**config.mk**
```make
export PLATFORM = sky130hd
export DESIGN_NAME = grc_div
export DESIGN_NICKNAME = d
export VERILOG_FILES = /design/src/sv/grc_pkg.sv /design/src/sv/grc_div.sv
export SDC_FILE = /design/constraint.sdc
export NUM_CORES = 1
export LEC_CHECK = 0
export BUFFER_PORTS_ARGS = -buffer_cell sky130_fd_sc_hd__buf_2
export CAP_MARGIN = 20
export CORE_ASPECT_RATIO = 1.1
export CORE_UTILIZATION = 44
export CTS_BUF_LIST = sky130_fd_sc_hd__clkbuf_16
export CTS_CLUSTER_DIAMETER = 60
export DETAILED_ROUTE_END_ITERATION = 16
export GPL_TIMING_DRIVEN = 0
export HOLD_SLACK_MARGIN = 0.15
export SETUP_SLACK_MARGIN = 0.5
export SKIP_LAST_GASP = 1
export SYNTH_ARGS = -nofsm -noshare
export SYNTH_HDL_FRONTEND = slang
export SYNTH_SLANG_ARGS = --single-unit
```
**constraint.sdc**
```tcl
create_clock -name clk -period 6.83 [get_ports clk]
set_clock_uncertainty 0.05 [all_clocks]
set_input_delay 0.3415 -clock clk [delete_from_list [all_inputs] [get_ports clk]]
set_output_delay 0.3415 -clock clk [all_outputs]
set_load 0.01 [all_outputs]
```
**src/sv/grc_pkg.sv**
```systemverilog
`default_nettype none

package grc_pkg;

  localparam int FRAC_BITS  = 16;
  localparam int MAP_WIDTH  = 32;
  localparam int MAP_HEIGHT = 32;
  localparam int TILE_COUNT = 1024;
  localparam int STEP_CAP   = 255;
  localparam int COORD_W    = 24;
  localparam int FAR_W      = 23;
  localparam int TILE_W     = $clog2(TILE_COUNT);
  localparam int STEP_W     = 8;
  localparam int DIFF_W     = COORD_W + 1;
  localparam int SNAP_W     = COORD_W + 2;
  localparam int OPND_W     = COORD_W + 3;
  localparam int PROD_W     = 2 * OPND_W;
  localparam int QUO_W      = PROD_W + 1;
  localparam int SUM_W      = QUO_W + 1;
  localparam int REM_W      = DIFF_W + 1;
  localparam int DCNT_W     = $clog2(PROD_W);
  localparam int CELL_W     = SNAP_W - FRAC_BITS;
  localparam int IDX_W      = 2 * CELL_W;
  localparam logic [FAR_W-1:0] FAR_RESET = FAR_W'(655360);

  localparam logic KIND_WRITE = 1'b0;
  localparam logic KIND_CAST  = 1'b1;

  typedef logic signed [COORD_W-1:0] coord_t;

  typedef struct packed {
    logic              kind;
    logic [TILE_W-1:0] tile_index;
    logic              tile_solid;
    coord_t            start_x;
    coord_t            start_y;
    coord_t            first_x;
    coord_t            first_y;
  } in_item_t;

  typedef struct packed {
    coord_t hit_x;
    coord_t hit_y;
    logic   wall_hit;
  } out_item_t;

  typedef enum logic [4:0] {
    S_CLEAR, S_IDLE, S_FAR, S_FARW, S_HEAD, S_WY, S_WCMP, S_MRD, S_MCHK,
    S_AMUL, S_ADIV, S_AWAIT, S_BMUL, S_BDIV, S_BWAIT,
    S_DA1, S_DA2, S_DB1, S_DB2, S_SEL, S_COMMIT, S_DONE
  } state_t;

  function automatic logic signed [SNAP_W-1:0] snap_axis(coord_t v, logic pos, logic neg);
    logic signed [SNAP_W-1:0] t;
    t = SNAP_W'(v);
    if (pos) begin
      t = t + SNAP_W'(1 << FRAC_BITS);
      t[FRAC_BITS-1:0] = '0;
    end else if (neg) begin
      t = t - SNAP_W'(1);
      t[FRAC_BITS-1:0] = '0;
    end
    return t;
  endfunction

  function automatic coord_t sat_coord(logic signed [SUM_W-1:0] v);
    logic [SUM_W-COORD_W:0] top;
    top = v[SUM_W-1:COORD_W-1];
    if ((&top) || !(|top)) begin
      return v[COORD_W-1:0];
    end
    return v[SUM_W-1] ? {1'b1, {(COORD_W-1){1'b0}}} : {1'b0, {(COORD_W-1){1'b1}}};
  endfunction

endpackage

`default_nettype wire

```
**src/sv/grc_div.sv**
```systemverilog
`default_nettype none

module grc_div import grc_pkg::*; (
  input  wire logic                     clk,
  input  wire logic                     rst,
  input  wire logic                     start,
  input  wire logic signed [PROD_W-1:0] num,
  input  wire logic signed [DIFF_W-1:0] den,
  output logic                          done,
  output logic signed [QUO_W-1:0]       quo
);

  logic [PROD_W-1:0] work;
  logic [REM_W-1:0]  rem;
  logic [DIFF_W-1:0] dmag;
  logic [DCNT_W-1:0] cnt;
  logic              neg;
  logic              busy;
  logic [REM_W-1:0]  rem_sh;
  logic              fits;

  assign rem_sh = {rem[REM_W-2:0], work[PROD_W-1]};
  assign fits   = rem_sh >= {1'b0, dmag};
  assign quo    = neg ? -$signed({1'b0, work}) : $signed({1'b0, work});

  always_ff @(posedge clk) begin
    if (rst) begin
      busy <= 1'b0;
      done <= 1'b0;
    end else begin
      done <= 1'b0;
      if (start) begin
        busy <= 1'b1;
        cnt  <= '0;
        rem  <= '0;
        work <= num[PROD_W-1] ? PROD_W'(-num) : PROD_W'(num);
        dmag <= den[DIFF_W-1] ? DIFF_W'(-den) : DIFF_W'(den);
        neg  <= num[PROD_W-1] ^ den[DIFF_W-1];
      end else if (busy) begin
        rem  <= fits ? rem_sh - {1'b0, dmag} : rem_sh;
        work <= {work[PROD_W-2:0], fits};
        cnt  <= cnt + DCNT_W'(1);
        if (cnt == DCNT_W'(PROD_W - 1)) begin
          busy <= 1'b0;
          done <= 1'b1;
        end
      end
    end
  end

endmodule

`default_nettype wire

```
==> results.yml <==
synth:
  ys_seq_area_share_pct: 39.56
  synth-async-reset-ratio_pct: 0
  synth_edf_count: 111
  synth_seq_cells: 113
  yosys.area.top_type: "edfxtp_1"
  synth_top_cells_by_count: "111 x edfxtp_1, 103 x nor2_1, 89 x xnor2_1"
  synthesis.area_per_instance_um2: 9.149
  yosys.area.top_type_share_pct: 39.09
  synth_top_flop_cell: "edfxtp_1"
  synth.distinct_cells: 58
  yosysMostFrequentCell: "edfxtp_1"
  netlist_area_um2: 8527
  synth_warnings: 0
  synth_cells: 932
  syn_nets: 1045
  synth_area_leaders: "edfxtp_1 39%, xnor2_1 9.1%, xor2_1 6.0%, a21oi_1 5.0%, nor2_1 4.5%"
timing:
  rsz0062_at_grt: "false"
  hold_viol_final: 0
  setup_viol: 0
  fmax_ghz: 0.2222
  max_slew_margin_pct: 44.25
  layout_min_cycle_time_ns: 4.501
  fin_crit_sh_pct: 65.91
  slew_violations: 0
  worst_pin_slew_ns: 0.8362
  hold_slack_ns: 0.1796
pwr:
  clkPwrFrac_pct: 37.2
  p_leak_nw: 3.856
  peakVddDrop_mv: 0.1872
  power_w: 0.002419
  switchingPower_w: 0.0007469
  p_per_area_nw_per_um2: 236.7
  power_frac_comb_pct: 26.2
  seq_power_share_pct: 36.6
  p_int_w: 0.001672
  switching_share_pct: 30.87
floorplanning:
  io_pins: 138
  dieArea_um2: 19940
  die_w_um: 134.7
  die_h_um: 148.0
  rows: 53
  start_util_pct: 44.80
  coreArea_um2: 19030
drt:
  wirelength_mm: 23.99
  drt_iter0_drc: 480
  antenna_left: 0
  vias: 7534
  route.detailed.drc: 0
  avgViaCountPerCell: 5.577
  wire_per_inst_um: 17.76
  firstDrtPassIters: 6
worst_hold_path:
  hold_path.class: "primary input to register"
layout:
  final_layout_size_suffix_gt1_share_pct: 16.58
  n_antenna_cell: 0
  area_growth_pct: 19.87
  regArea_um2: 3373
  multiInputGateArea_um2: 4783
  fin_nets: 1204
  nFillCells: 1779
worst_setup_path:
  worstSetupPathType: "register to register"
  path_cells: "inv_1 > ha_1 > inv_1 > fa_1 > a21oi_1 > o221ai_1 > a211oi_1 > o311ai_1 > a41oi_1 > clkbuf_1 > nor2_1 > a21oi_1 > nor2_1"
  crit_slowest_cell: "a41oi_1"
  crit_fanout: 10
  max_stage_delay_ns: 0.73
  cp-end-kind: "register"
  path_buf_inv: 3
  crit_family: "compound AO/OA/AOI/OAI gates"
  worstPathRequired_ns: 6.93
  startpoint_type: "register"
  critical_path_arrival_ns: 4.60
flow_run:
  maxCapViolCount: 0
cts:
  cts.sinks: 113
  clock_path_buffers: 2
  clock_latency_ns: 0.42
  clkSlewWorstSetupHoldPaths_ns: 0.06
  clockRootBuffer: "clkbuf_16"
  post_cts_buffers: 0
  cts_resized: 0
  tritoncts: "built"
  htreeDepth: 4
  cts_buffers: 17
  cts_hold_buffers: 2
grt:
  grt_max_degree: 29
  grt_overflow_total: 0
  track_usage_pct: 24.96
  grt_pass1_vias: 7260
  antenna_found_initial: 3
  grt_pass1_wl_mm: 37.98
placed_design:
  gp_congestion: 0.8486
  hpwl_mm: 18.07
  port_buffers: 134
outcome:
  status: "completed"
[worst paths after layout]
path | from | to | slack [ns] | depth (start not counted)
worst max register to register | work[53] | rem[3] | 2.33 | 13
worst min register to register | busy | done | 0.44 | 1
worst min-delay path | den[12] | dmag[12] | 0.18 | 2
worst max-delay path | work[53] | rem[3] | 2.33 | 13
[sequential cells by signal, summed over array words and instances, names as in the netlist]
register	count
rem	25
neg	1
cnt	6
work	54
dmag	25
done	1
busy	1
[metrics by stage]
stage / instances / instance area [µm²] / utilization [%] / setup TNS [ns] / worst slack, ns
after global placement: 1313 / 9507 / 49.95 / -82.93 / -0.9737
after floorplan: 932 / 8527 / - / 0 / 1.792
after global routing: 1351 / 10220 / 53.70 / 0 / 1.948
final: 1351 / 10220 / 53.70 / 0 / 2.329
after detailed placement: 1317 / 9607 / 50.48 / 0 / 2.313
after CTS: 1351 / 10220 / 53.70 / 0 / 2.279
[power groups by stage]
stage | Clock, W | Combinational, W | Sequential, W
global route | 0.000938 | 0.000708 | 0.000892
floorplan | 0 | 0.000431 | 0.000889
finish | 0.000900 | 0.000635 | 0.000885
CTS | 0.000909 | 0.000637 | 0.000884
detailed placement | 0 | 0.000631 | 0.000898
global placement | 0 | 0.000619 | 0.000903
[cells by family after synthesis]
group / synth area share (%)
compound gates: 18.75
xor+xnor: 15.10
fa+ha+maj: 4.637
buf+inv: 4.461
flops: 39.56
mux: 1.174
simple gates: 16.32
[per-layer routing]
layer  track usage [%]  wire [µm]  vias to the layer above
met5                 0         20                        -
met1             29.98       9935                     3573
met4             6.685        285                        4
li1                  -          -                     3732
met3             4.973       1226                       27
met2             44.97      12520                      198
[placed cells by master (no fill, tap or decap), types with 17 or more instances in the layout]
cell type  count
nor2_1       102
ha_1          30
nor3_1        17
clkbuf_16     17
buf_2        135
o21ai_0       42
o31ai_1       42
edfxtp_1     111
or4_1         19
a21oi_1       86
clkbuf_1      40
nand3_1       20
nand2_1       54
xnor2_1       89
o41ai_1       23
inv_1         52
xor2_1        58
[area by class of cell]
| type | count | area share [%] |
|---|---|---|
| clock inverters | 15 | 1.653 |
| repair buffers | 140 | 7.639 |
| inverters | 54 | 1.983 |
| well taps | 247 | 3.024 |
| clock buffers | 17 | 4.162 |
| flip-flops and latches | 113 | 33.00 |
| plain buffers | 44 | 1.738 |
| multi-input cells | 721 | 46.80 |
(Power assumes the default switching activity.)
